`config.mk`:
```
export PLATFORM = sky130hd
export DESIGN_NAME = fifo_uart_register_block_top
export DESIGN_NICKNAME = d
export VERILOG_FILES = /design/src/hw/rtl/urb_pkg.sv /design/src/hw/rtl/fifo_uart_register_block_top.sv /design/src/hw/rtl/urb_fifo.sv /design/src/hw/rtl/urb_core.sv
export SDC_FILE = /design/constraint.sdc
export NUM_CORES = 1
export LEC_CHECK = 0
export BUFFER_PORTS_ARGS = -buffer_cell sky130_fd_sc_hd__buf_2
export CORE_MARGIN = 2
export CORE_UTILIZATION = 62
export CTS_CLUSTER_SIZE = 10
export DETAILED_ROUTE_END_ITERATION = 10
export PLACE_DENSITY = 0.85
export SLEW_MARGIN = 0
export SYNTH_ARGS = -nofsm -noshare
export SYNTH_HDL_FRONTEND = slang
export SYNTH_SLANG_ARGS = --single-unit
```
`constraint.sdc`:
```
create_clock -name clk -period 3.5 [get_ports clk]
set_clock_uncertainty 0.05 [all_clocks]
set_input_delay 0.35 -clock clk [delete_from_list [all_inputs] [get_ports clk]]
set_output_delay 0.35 -clock clk [all_outputs]
set_load 0.03 [all_outputs]
```
`src/hw/rtl/urb_pkg.sv`:
```
// shared types, register codes, bit positions and trigger tables of the uart register block
package urb_pkg;

	localparam int FIFO_DEPTH_DEF = 16;

	// item kinds
	localparam logic [1:0] KIND_READ  = 2'd0;
	localparam logic [1:0] KIND_WRITE = 2'd1;
	localparam logic [1:0] KIND_TICK  = 2'd2;
	localparam logic [1:0] KIND_BREAK = 2'd3;

	// register indexes
	localparam logic [3:0] REG_MODE    = 4'd0;
	localparam logic [3:0] REG_BITRATE = 4'd1;
	localparam logic [3:0] REG_CONTROL = 4'd2;
	localparam logic [3:0] REG_TXDATA  = 4'd3;
	localparam logic [3:0] REG_STATUS  = 4'd4;
	localparam logic [3:0] REG_RXDATA  = 4'd5;
	localparam logic [3:0] REG_FIFOCTL = 4'd6;
	localparam logic [3:0] REG_COUNT   = 4'd7;
	localparam logic [3:0] REG_PORT    = 4'd8;
	localparam logic [3:0] REG_LINE    = 4'd9;

	// status bit positions
	localparam int ST_ER   = 7;
	localparam int ST_TEND = 6;
	localparam int ST_TDFE = 5;
	localparam int ST_BRK  = 4;
	localparam int ST_FER  = 3;
	localparam int ST_PER  = 2;
	localparam int ST_RDF  = 1;
	localparam int ST_DR   = 0;

	// control bit positions
	localparam int CTL_TIE  = 7;
	localparam int CTL_RIE  = 6;
	localparam int CTL_TE   = 5;
	localparam int CTL_RE   = 4;
	localparam int CTL_REIE = 3;

	// fifo control bit positions
	localparam int FCR_TFRST = 2;
	localparam int FCR_RFRST = 1;

	localparam int MODE_CHR   = 6;
	localparam int PORT_IO    = 1;
	localparam int PORT_DT    = 0;

	// write masks and reset values
	localparam logic [7:0] MODE_MASK       = 8'h7B;
	localparam logic [7:0] CTRL_MASK       = 8'hFA;
	localparam logic [7:0] PORT_MASK       = 8'hF3;
	localparam logic [7:0] PORT_RD_CLR     = 8'h10;
	localparam logic [7:0] STATUS_CLR_MASK = 8'hF3;
	localparam logic [7:0] STATUS_RESET    = 8'h60;
	localparam logic [7:0] BITRATE_RESET   = 8'hFF;
	localparam logic [7:0] CHR_DATA_MASK   = 8'h7F;

	localparam logic [7:0] RX_LEVELS [4] = '{8'd1, 8'd4, 8'd8, 8'd14};
	localparam logic [7:0] TX_LEVELS [4] = '{8'd8, 8'd4, 8'd2, 8'd1};

	typedef struct packed {
		logic [1:0]  kind;
		logic [3:0]  reg_index;
		logic [15:0] write_value;
		logic        rx_present;
		logic [7:0]  rx_value;
	} req_t;

	typedef struct packed {
		logic [15:0] read_value;
		logic        tx_strobe;
		logic [7:0]  tx_value;
		logic        irq_transmit;
		logic        irq_receive;
		logic        irq_break;
		logic        irq_error;
		logic        break_level;
	} rsp_t;

	// one fifo operation per item
	typedef struct packed {
		logic       push;
		logic       pop;
		logic       clr;
		logic [7:0] data;
	} fifo_op_t;

	// receive fifo reached its trigger level
	function automatic logic rx_full(input logic [7:0] cnt, input logic [1:0] rtrg);
		return cnt >= RX_LEVELS[rtrg];
	endfunction

	// transmit fifo at or below its trigger level
	function automatic logic tx_low(input logic [7:0] cnt, input logic [1:0] ttrg);
		return cnt <= TX_LEVELS[ttrg];
	endfunction

endpackage

```
`src/hw/rtl/fifo_uart_register_block_top.sv`:
```
// top level of the uart register block with 16-byte transmit and receive fifos
//
// Items arrive on the req channel (req_valid / req_ready, payload req) and
// are bus reads, bus writes, frame ticks or received breaks. Each item gives
// exactly one result on the rsp channel (rsp_valid / rsp_ready, payload rsp):
// read data, the byte sent to the line, the four interrupt lines and the
// break level, all taken after the item's update.
// An accepted item sits in the input register, where the register
// and fifo update runs in one combinational pass, and lands in the output
// register, whose valid flag drives rsp_valid; one item
// is taken every cycle as long as results are taken.
// When the receiver stalls, the result waits in the output register and the
// input register holds one more item; req_ready then drops until rsp_ready.
// Reset empties both fifos, clears the control registers, sets status to
// TEND and TDFE and the bit rate register to all ones; no clearing pass is
// needed, so the block is ready right after reset.
module fifo_uart_register_block_top #(
	parameter int FIFO_DEPTH = urb_pkg::FIFO_DEPTH_DEF
) (
	input  logic          clk,
	input  logic          arst_n,
	input  logic          req_valid,
	output logic          req_ready,
	input  urb_pkg::req_t req,
	output logic          rsp_valid,
	input  logic          rsp_ready,
	output urb_pkg::rsp_t rsp
);
	import urb_pkg::*;

	req_t item_s1;
	logic valid_s1;
	rsp_t rsp_s2;
	logic valid_s2;
	rsp_t result;
	logic fire;

	// item in s1 moves on when the output register is free or being taken
	assign fire      = valid_s1 && (!valid_s2 || rsp_ready);
	assign req_ready = !valid_s1 || fire;
	assign rsp_valid = valid_s2;
	assign rsp       = rsp_s2;

	urb_core #(.FIFO_DEPTH(FIFO_DEPTH)) u_core (
		.clk(clk), .arst_n(arst_n), .fire(fire), .item(item_s1), .result(result)
	);

	// valid flags
	always_ff @(posedge clk or negedge arst_n) begin
		if (!arst_n) begin
			valid_s1 <= 1'b0;
			valid_s2 <= 1'b0;
		end else begin
			if (req_ready) begin
				valid_s1 <= req_valid;
			end
			if (fire) begin
				valid_s2 <= 1'b1;
			end else if (rsp_ready) begin
				valid_s2 <= 1'b0;
			end
		end
	end

	// payload registers
	always_ff @(posedge clk) begin
		if (req_valid && req_ready) begin
			item_s1 <= req;
		end
		if (fire) begin
			rsp_s2 <= result;
		end
	end

endmodule

```
`src/hw/rtl/urb_fifo.sv`:
```
// byte fifo with head pointer, fill count and synchronous clear
module urb_fifo #(
	parameter int FIFO_DEPTH = urb_pkg::FIFO_DEPTH_DEF
) (
	input  logic                           clk,
	input  logic                           arst_n,
	input  urb_pkg::fifo_op_t              op,
	output logic [$clog2(FIFO_DEPTH+1)-1:0] count,
	output logic [7:0]                     head_data
);
	import urb_pkg::*;

	localparam int ADDR_W = $clog2(FIFO_DEPTH);
	localparam int CNT_W  = $clog2(FIFO_DEPTH + 1);

	logic [7:0]        store_q [FIFO_DEPTH];
	logic [ADDR_W-1:0] head_q;
	logic [CNT_W-1:0]  count_q;
	logic [ADDR_W-1:0] wr_idx;

	// tail slot wraps with the pointer width
	assign wr_idx    = head_q + count_q[ADDR_W-1:0];
	assign head_data = store_q[head_q];
	assign count     = count_q;

	// data store, no reset
	always_ff @(posedge clk) begin
		if (op.push) begin
			store_q[wr_idx] <= op.data;
		end
	end

	// pointer and count
	always_ff @(posedge clk or negedge arst_n) begin
		if (!arst_n) begin
			head_q  <= '0;
			count_q <= '0;
		end else if (op.clr) begin
			head_q  <= '0;
			count_q <= '0;
		end else if (op.push) begin
			count_q <= count_q + CNT_W'(1);
		end else if (op.pop) begin
			head_q  <= head_q + ADDR_W'(1);
			count_q <= count_q - CNT_W'(1);
		end
	end

endmodule

```
`src/hw/rtl/urb_core.sv`:
```
// register file, status flags and per-item update logic of the uart block
module urb_core #(
	parameter int FIFO_DEPTH = urb_pkg::FIFO_DEPTH_DEF
) (
	input  logic          clk,
	input  logic          arst_n,
	input  logic          fire,
	input  urb_pkg::req_t item,
	output urb_pkg::rsp_t result
);
	import urb_pkg::*;

	localparam int CNT_W = $clog2(FIFO_DEPTH + 1);

	logic [7:0] mode_q, bitrate_q, control_q, fifoctl_q, port_q, stat_q, seen_q;
	logic       sending_q, ovr_q;
	logic [7:0] mode_d, bitrate_d, control_d, fifoctl_d, port_d, stat_d, seen_d;
	logic       sending_d, ovr_d;
	logic [7:0] stat_n, seen_n, raise, smask, txd;
	logic [15:0] rd;
	logic        strobe;
	logic [7:0]  txv;

	fifo_op_t tx_op, rx_op, tx_op_g, rx_op_g;
	logic [CNT_W-1:0] tx_cnt, rx_cnt;
	logic [7:0]       tx_head_data, rx_head_data;

	urb_fifo #(.FIFO_DEPTH(FIFO_DEPTH)) u_tx_fifo (
		.clk(clk), .arst_n(arst_n), .op(tx_op_g), .count(tx_cnt), .head_data(tx_head_data)
	);

	urb_fifo #(.FIFO_DEPTH(FIFO_DEPTH)) u_rx_fifo (
		.clk(clk), .arst_n(arst_n), .op(rx_op_g), .count(rx_cnt), .head_data(rx_head_data)
	);

	// fifo operations only when an item is processed
	assign tx_op_g = fire ? tx_op : '0;
	assign rx_op_g = fire ? rx_op : '0;

	// next state for the item in hand
	always_comb begin
		mode_d    = mode_q;
		bitrate_d = bitrate_q;
		control_d = control_q;
		fifoctl_d = fifoctl_q;
		port_d    = port_q;
		stat_d    = stat_q;
		seen_d    = seen_q;
		sending_d = sending_q;
		ovr_d     = ovr_q;
		raise     = '0;
		smask     = '0;
		txd       = '0;
		rd        = '0;
		strobe    = 1'b0;
		txv       = '0;
		tx_op     = '0;
		rx_op     = '0;
		unique case (item.kind)
			KIND_READ: begin
				unique case (item.reg_index)
					REG_MODE:    rd = {8'h00, mode_q};
					REG_BITRATE: rd = {8'h00, bitrate_q};
					REG_CONTROL: rd = {8'h00, control_q};
					REG_STATUS: begin
						seen_d = stat_q;
						rd     = {8'h00, stat_q};
					end
					REG_RXDATA: begin
						if (rx_cnt != '0) begin
							rd        = {8'h00, rx_head_data};
							rx_op.pop = 1'b1;
						end
					end
					REG_FIFOCTL: rd = {8'h00, fifoctl_q};
					REG_COUNT:   rd = {8'(tx_cnt), 8'(rx_cnt)};
					REG_PORT:    rd = {8'h00, port_q & ~PORT_RD_CLR};
					REG_LINE:    rd = {15'h0000, ovr_q};
					default:     rd = '0;
				endcase
			end
			KIND_WRITE: begin
				unique case (item.reg_index)
					REG_MODE:    mode_d = item.write_value[7:0] & MODE_MASK;
					REG_BITRATE: bitrate_d = item.write_value[7:0];
					REG_CONTROL: begin
						control_d = item.write_value[7:0] & CTRL_MASK;
						if (!control_d[CTL_TE]) begin
							raise[ST_TEND] = 1'b1;
						end
					end
					REG_TXDATA: begin
						txd = item.write_value[7:0];
						if (mode_q[MODE_CHR]) begin
							txd = txd & CHR_DATA_MASK;
						end
						// dropped while the transmit fifo is held in reset
						if (!fifoctl_q[FCR_TFRST]) begin
							if (tx_cnt == '0 && !sending_q && control_q[CTL_TE]) begin
								strobe         = 1'b1;
								txv            = txd;
								sending_d      = 1'b1;
								raise[ST_TDFE] = 1'b1;
							end else if (32'(tx_cnt) < FIFO_DEPTH) begin
								tx_op.push = 1'b1;
								tx_op.data = txd;
							end
						end
					end
					REG_STATUS: begin
						// clear only flags seen as set, keep those whose condition holds
						smask = item.write_value[7:0] | ~STATUS_CLR_MASK | ~seen_q;
						if (rx_full(8'(rx_cnt), fifoctl_q[7:6])) begin
							smask[ST_RDF] = 1'b1;
						end
						if (tx_low(8'(tx_cnt), fifoctl_q[5:4])) begin
							smask[ST_TDFE] = 1'b1;
						end
						stat_d = stat_q & smask;
						seen_d = seen_q & smask;
					end
					REG_FIFOCTL: begin
						if (fifoctl_q[FCR_TFRST] && !item.write_value[FCR_TFRST]) begin
							raise[ST_TEND] = 1'b1;
							raise[ST_TDFE] = 1'b1;
						end
						fifoctl_d = item.write_value[7:0];
						if (item.write_value[FCR_TFRST]) begin
							tx_op.clr = 1'b1;
							sending_d = 1'b0;
						end
						if (item.write_value[FCR_RFRST]) begin
							rx_op.clr = 1'b1;
						end
					end
					REG_PORT: port_d = item.write_value[7:0] & PORT_MASK;
					REG_LINE: ovr_d = item.write_value[0];
					default: begin
					end
				endcase
			end
			KIND_TICK: begin
				// transmitter
				if (sending_q && !fifoctl_q[FCR_TFRST]) begin
					if (tx_cnt == '0) begin
						raise[ST_TEND] = 1'b1;
						sending_d      = 1'b0;
					end else begin
						strobe    = 1'b1;
						txv       = tx_head_data;
						tx_op.pop = 1'b1;
						if (tx_low(8'(tx_cnt - CNT_W'(1)), fifoctl_q[5:4])) begin
							raise[ST_TDFE] = 1'b1;
						end
					end
				end
				// receiver
				if (item.rx_present) begin
					if (control_q[CTL_RE] && !fifoctl_q[FCR_RFRST]) begin
						if (32'(rx_cnt) >= FIFO_DEPTH) begin
							ovr_d = 1'b1;
						end else begin
							rx_op.push = 1'b1;
							rx_op.data = item.rx_value;
							if (rx_full(8'(rx_cnt + CNT_W'(1)), fifoctl_q[7:6])) begin
								raise[ST_RDF] = 1'b1;
							end
						end
					end
				end else if (rx_cnt != '0) begin
					raise[ST_DR] = 1'b1;
				end
			end
			KIND_BREAK: raise[ST_BRK] = 1'b1;
		endcase
		// a raised flag counts as not yet seen
		stat_n = stat_d | raise;
		seen_n = seen_d & ~raise;
	end

	// result fields from the updated state
	always_comb begin
		result.read_value   = rd;
		result.tx_strobe    = strobe;
		result.tx_value     = txv;
		result.irq_transmit = stat_n[ST_TDFE] & control_d[CTL_TIE];
		result.irq_receive  = (stat_n[ST_RDF] | stat_n[ST_DR]) & control_d[CTL_RIE];
		result.irq_break    = stat_n[ST_BRK] & (control_d[CTL_RIE] | control_d[CTL_REIE]);
		result.irq_error    = (stat_n[ST_ER] | stat_n[ST_FER] | stat_n[ST_PER])
			& (control_d[CTL_RIE] | control_d[CTL_REIE]);
		result.break_level  = port_d[PORT_IO] & ~port_d[PORT_DT] & ~control_d[CTL_TE];
	end

	// state registers
	always_ff @(posedge clk or negedge arst_n) begin
		if (!arst_n) begin
			mode_q    <= '0;
			bitrate_q <= BITRATE_RESET;
			control_q <= '0;
			fifoctl_q <= '0;
			port_q    <= '0;
			stat_q    <= STATUS_RESET;
			seen_q    <= '0;
			sending_q <= 1'b0;
			ovr_q     <= 1'b0;
		end else if (fire) begin
			mode_q    <= mode_d;
			bitrate_q <= bitrate_d;
			control_q <= control_d;
			fifoctl_q <= fifoctl_d;
			port_q    <= port_d;
			stat_q    <= stat_n;
			seen_q    <= seen_n;
			sending_q <= sending_d;
			ovr_q     <= ovr_d;
		end
	end

endmodule
```
# --- Word level (Yosys, flattened, before mapping) ---
# Memories as Yosys holds them, arrays and structs flattened.
# Cells that the tools add are included.
totals:
  ff_bits: 125
  latchBits: 0
  mem_bits_rw: 256
  romBits: 0
  elab_cells: 240
  memories: 2
memory_table:
  columns: ["memory", "depth", "width", "read_ports", "rd_ports_with_merged_regs", "write_ports", "line", "source"]
  rows:
  - ["u_core.u_rx_fifo.store_q", 16, 8, 1, 0, 1, "urb_fifo.sv:16", "logic [7:0] store_q [FIFO_DEPTH];"]
  - ["u_core.u_tx_fifo.store_q", 16, 8, 1, 0, 1, "urb_fifo.sv:16", null]
classes:
  addsub: 10
  n_mul: 0
  div: 0
  n_lt_le_gt_ge: 8
  eq_ne: 24
  shift: 0
  mux: 111
  bitwise: 21
  reduce_logical: 34
ops:
  columns: ["operator", "count"]
  rows:
  - ["$mux W8", 25]
  - ["$pmux W13 S9", 1]
  - ["$mux W1", 54]
  - ["$bmux W8 S2", 2]
  - ["$pmux W8 S2", 2]
  - ["$mux W5", 6]
  - ["$and A8 B8 Y8", 3]
  - ["$mux W4", 6]
  - ["$mux W11", 2]
  - ["$eq A4 B3 Y1 const B", 4]
  - ["$reduce_and A3 Y1", 5]
  - ["$pmux W1 S2", 6]
  - ["$add A5 B1 Y5 const B", 2]
  - ["$mux W2", 5]
  - ["$sub A5 B1 Y5 const B", 2]
  - ["$mux W9", 1]
  - ["$ne A3 B3 Y1 const B", 3]
  - ["$add A4 B1 Y4 const B", 2]
  - ["$add A4 B4 Y4", 2]
  - ["$eq A4 B2 Y1 const B", 2]
  - ["$eq A4 B4 Y1 const B", 2]
  - ["$ge A5 B8 Y1", 1]
  - ["$ge A8 B8 Y1", 1]
  - ["$le A5 B8 Y1", 1]
  - ["other kinds (33)", 68]

# --- Logic depth before layout (Yosys ltp) ---
logic_depth:
  word_depth: 15
  depth_mapped: 13
  ltp_nobuf: 12

# --- Cells and area by module ---
# Synthesis repeated with hierarchy kept, for this count alone.
hier_totals:
  cells_unflattened: 1044
  area_unflattened_um2: 16976.3
by_module_without_submodules:
  columns: ["module", "instances", "cells_per_inst", "area_each_um2"]
  rows:
  - ["urb_fifo", 2, 291, 5660.4]
  - ["urb_core", 1, 393, 3719.8]
  - ["fifo_uart_register_block_top", 1, 69, 1935.6]

# --- Worst setup path before layout ---
# Ideal clock, no wire load.
synth_timing:
  path_kind: "flip-flop to flip-flop"
  from: "register item_s1[30] (netlist bit)"
  to: "register u_core.u_tx_fifo.count_q[4], in the netlist u_core.u_tx_fifo.count[4]"
  setup_ps: 82
  t_arrival_ps: 2920
  path_slack_ps: 448
  path_stages_with_launch: 13
  path_buffers: 0
  cell_sequence: "edfxtp_1 > inv_1 > ha_1 > inv_1 > nor4_2 > and3_1 > inv_1 > fa_1 > a21o_1 > a21oi_1 > nand3_1 > or3_1 > a31oi_1"
synth_between:
  elab_chain_cells: 5
synth_lines:
  columns: ["element", "line", "source"]
  rows:
  - ["start: declaration", "fifo_uart_register_block_top.sv:31", "req_t item_s1;"]
  - ["start signal: assignment", "fifo_uart_register_block_top.sv:68", "item_s1 <= req;"]
  - ["$eq A2 B1 Y1", "urb_core.sv:59", "unique case (item.kind)"]
  - ["$mux W1", "urb_core.sv:59", null]
  - ["$mux W11 *", "urb_core.sv:37", "assign tx_op_g = fire ? tx_op : '0;"]
  - ["$mux W5", "urb_fifo.sv:41", "end else if (op.push) begin"]
  - ["$mux W5", "urb_fifo.sv:38", "end else if (op.clr) begin"]
  - ["end signal: assignment", "urb_fifo.sv:42", "count_q <= count_q + CNT_W'(1);"]
  - ["end signal: assignment", "urb_fifo.sv:45", "count_q <= count_q - CNT_W'(1);"]
  - ["end: declaration", "urb_fifo.sv:18", "logic [CNT_W-1:0] count_q;"]
# Every way passes the cells marked *; elsewhere a longest branch is shown, timed or not.
# A chain may end at the register's enable or synchronous reset.

# --- Worst setup path in the final report ---
layout_timing:
  from: "register u_core.u_tx_fifo.count_q[0], in the netlist u_core.u_tx_fifo.count[0]"
  to: "register u_core.u_tx_fifo.count_q[4], in the netlist u_core.u_tx_fifo.count[4]"
layout_between:
  elab_chain_cells: 10
layout_lines:
  columns: ["element"]
  rows:
  - ["branches (longest 10 deep; another with $lt A5 B5 Y1)"]
# Parallel ways; which one is timed is not known. The select of a mux whose other input is x is not followed.

==> results.json <==
{
  "port_buffers": 55,
  "postCtsSetupBuffers": 0,
  "grt_max_degree": 63,
  "drc": 3,
  "irDropWorstVdd_mv": 0.530,
  "syn_inst": 1076,
  "ys_seq_area_share_pct": 65.6,
  "worstReg2RegStart": "u_core.u_tx_fifo.count[0]",
  "finalHoldViolations": 0,
  "worst_setup_path_start_kind": "register",
  "async_flop_share_pct": 18.0,
  "final_core_util_pct": 72.5,
  "fmax_mhz": 315,
  "clockBufferDepth": 3,
  "min_to": "valid_s1",
  "io-pin-count": 67,
  "detail-route-antenna-nets": 0,
  "worstSetupPathType": "register to register",
  "wirelength_mm": 39.3,
  "multiInputGateArea_sq_um": 5370,
  "synth_top_family_by_area": "multiplexers",
  "fin_crit_sh_pct": 90.8,
  "clock_sinks": 373,
  "cpMaxStageDelayCell": "dfrtp_1",
  "regToRegEndpoint": "u_core.u_tx_fifo.count[4]",
  "syn_area_sq_um": 16600,
  "finalSetupTns_ns": 0,
  "synthXorXnorAreaFrac_pct": 1.27,
  "setup_violations": 0,
  "drtIter0Drc": 1154,
  "slew_headroom_pct": 30.6,
  "period_minus_slack_ns": 3.18,
  "core_sq_um": 26100,
  "path_cells": "inv_1 > ha_1 > nor4b_4 > nand3b_2 > and3_1 > inv_1 > ha_1 > a21o_1 > a21oi_1 > nand3_1 > or3_1 > a31oi_1",
  "hold_depth": 2,
  "fin_cells": 1564,
  "synth_edf_count": 306,
  "worstSetupEndpointType": "register",
  "synthSimpleGateAreaFrac_pct": 8.84,
  "crit_fanout": 9,
  "grt_use_total_pct": 29.1,
  "synth_fa_ha_area_share_pct": 3.28,
  "place_hpwl_mm": 23.9,
  "vias": 10400,
  "synth_seq_cells": 373,
  "clkTransAtPathRegs_ns": 0.06,
  "crit_arrival_ns": 3.59,
  "place_area_sq_um": 17500,
  "drive_gt1_share_pct": 23.1,
  "yosys_warnings": 0,
  "grt_pass1_wl_mm": 61.8,
  "rsz0062_at_grt": "false",
  "report.final.slew_viol_count": 0,
  "r2r_slack_ns": 0.32,
  "synth_ff_type": "edfxtp_1",
  "cp.required_ns": 3.91,
  "antenna_cells": 0,
  "reg2reg_depth": 12,
  "synthMuxAreaShare_pct": 13.0,
  "min-delay-path-class": "input pin to register",
  "die-area_sq_um": 28100,
  "initial_core_util_pct": 63.4,
  "slowest_delay_ns": 0.39,
  "avgSynthCellArea_sq_um": 15.4,
  "hp-start": "req_valid",
  "fillers": 1577,
  "cts_buffers": 43,
  "htree_num_levels": 2,
  "dpl.cell_count": 1471,
  "status": "complete, but fails checks",
  "drtPass1Iterations": 9,
  "preCtsSetupSlack_ns": 0.361,
  "clk_latency_ns": 0.55,
  "final_area_sq_um": 19000,
  "violations": "DRC",
  "layout.area.seq_sq_um": 10900,
  "powerDensity_nw_per_um2": 598,
  "synth_compound_area_share_pct": 5.96,
  "drv_cap": 0,
  "ys_types": 74,
  "nNetsFinal": 1281,
  "tightestPinTransition_ns": 1.04,
  "die_y_um": 168,
  "gr-total-overflow": 0,
  "drt-vias-per-instance": 6.62,
  "antenna_found_initial": 0,
  "fin_ws_ns": 0.321,
  "cts_tree": "done",
  "wire_per_inst_um": 25.1,
  "syn_to_final_growth_pct": 14.4,
  "leakage_nw": 6.84,
  "gp_congestion": 0.880,
  "root_buffer": "clkbuf_16",
  "chipWidth_um": 168,
  "std_cell_rows": 59,
  "grt_pass1_vias": 10700
}
[cell usage after synthesis, drive strengths merged (6+ instances only)]
library cell / instances / share of area [%]
a31oi: 9 / 0.34
clkbuf: 30 / 0.69
xnor2: 17 / 0.90
nand3: 28 / 0.85
buf: 27 / 0.88
dfrtp: 57 / 8.6
and2: 16 / 0.60
nor3: 6 / 0.21
ha: 37 / 2.8
nand3b: 15 / 0.70
nor4: 10 / 0.42
o22ai: 16 / 0.60
a21oi: 46 / 1.4
and3: 15 / 0.57
mux2: 34 / 2.3
nand2b: 13 / 0.49
nor2b: 9 / 0.34
xor2: 7 / 0.37
edfxtp: 306 / 55
mux2i: 30 / 1.8
nor2: 68 / 1.6
nand2: 66 / 1.5
inv: 21 / 0.48
a21o: 16 / 0.72
mux4: 65 / 8.8
o21ai: 26 / 0.79
dfstp: 10 / 1.6
[final cells by class]
cell class	instances	share of cell area [%]
Clock inverter	3	0.290
Clock buffer	66	6.24
Sequential cell	373	57.4
Multi-Input combinational cell	627	28.3
Inverter	21	0.416
Tap cell	335	2.21
Timing Repair Buffer	139	5.10
[per-stage QoR]
step / hold WS (ns) / power (W)
final: 0.0274 / 0.0113
after global routing: 0.0219 / 0.0118
after CTS: 0.0128 / 0.0113
after detailed placement: 0.254 / 0.00733
after global placement: 0.261 / 0.00724
after floorplan: 0.00441 / 0.00679
[timing repair]
| action | CTS | global route |
|---|---|---|
| resized for setup | 0 | 0 |
| hold buffers | 24 | 0 |
| hold endpoints to repair | 37 | 0 |
[how the worst max path moves through the flow]
stage	slack, ns	depth (start not counted)	endpoint	start
2_1_floorplan	0.45	12	u_core.u_tx_fifo.count[4]	item_s1[30]
3_3_place_gp	0.48	12	u_core.u_tx_fifo.count[4]	u_core.u_tx_fifo.count[1]
3_5_place_dp	0.36	12	u_core.u_tx_fifo.count[4]	u_core.u_tx_fifo.count[1]
4_1_cts	0.33	12	u_core.u_tx_fifo.count[4]	u_core.u_tx_fifo.count[0]
5_1_grt	0.11	12	u_core.u_tx_fifo.count[4]	u_core.u_tx_fifo.count[0]
6_report	0.32	12	u_core.u_tx_fifo.count[4]	u_core.u_tx_fifo.count[0]
[logic make-up (layout without fill, tap and decap cells)]
family	after synthesis	after routing
xor gates and xnor gates	24	24
muxes	129	129
other	1	3
DFF	373	373
AOI/OAI and AO/OA	154	154
and+or+nand+nor	276	276
buffers and inverters	78	229
adders and majority gates	41	41
[layer usage]
| metal | vias up | track usage (%) | part of all wire (%) | routed length, um |
|---|---|---|---|---|
| li1 | 4426 | - | - | - |
| met1 | 5189 | 39.1 | 38 | 14800 |
| met2 | 609 | 48.3 | 50 | 19500 |
| met3 | 128 | 5.20 | 8.7 | 3420 |
| met4 | 0 | 10.9 | 4.0 | 1570 |
| met5 | - | 0 | 0 | 0 |
[power breakdown]
part	total, W	leakage [nW]	switching, W	internal (W)
Sequential	0.00524	3.67	0.000249	0.00499
Clock	0.00402	0.591	0.00170	0.00232
Combinational	0.00208	2.59	0.00119	0.000889
Total	0.0113	6.84	0.00314	0.00820
[state kept, by name, indices dropped and copies added (netlist names), 4 cells and up]
signal                    cells
u_core.u_rx_fifo.store_q    128
u_core.u_tx_fifo.store_q    128
rsp                          27
item_s1                      23
u_core.bitrate_q              8
u_core.fifoctl_q              8
u_core.control_q              6
u_core.mode_q                 6
u_core.seen_q                 6
u_core.stat_q                 6
u_core.port_q                 5
u_core.u_rx_fifo.count        5
u_core.u_tx_fifo.count        5
u_core.u_rx_fifo.head_q       4
u_core.u_tx_fifo.head_q       4
[critical path, delay by kind of cell, from the launching register on]
family / cells / cell delay [ns]
simple gates: 5 / 1.15
flops: 1 / 0.39
fa+ha+maj: 2 / 0.57
buf+inv: 2 / 0.40
compound gates: 3 / 0.53
[placed cells by master (no fill, tap or decap), types with 13 or more instances in the layout]
cell type        n
a21o_1          16
a21oi_1         46
and2_1          15
and3_1          15
buf_2           55
buf_4           60
clkbuf_1        22
clkbuf_16       44
dfrtp_1         55
dlygate4sd3_1   24
edfxtp_1       306
ha_1            37
inv_1           20
mux2_2          33
mux2i_1         30
mux4_2          65
nand2_1         66
nand2b_1        13
nand3_1         28
nand3b_1        14
nor2_1          67
o21ai_0         26
o22ai_1         16
xnor2_1         17
Note: power is estimated with default switching activity, not from simulation.
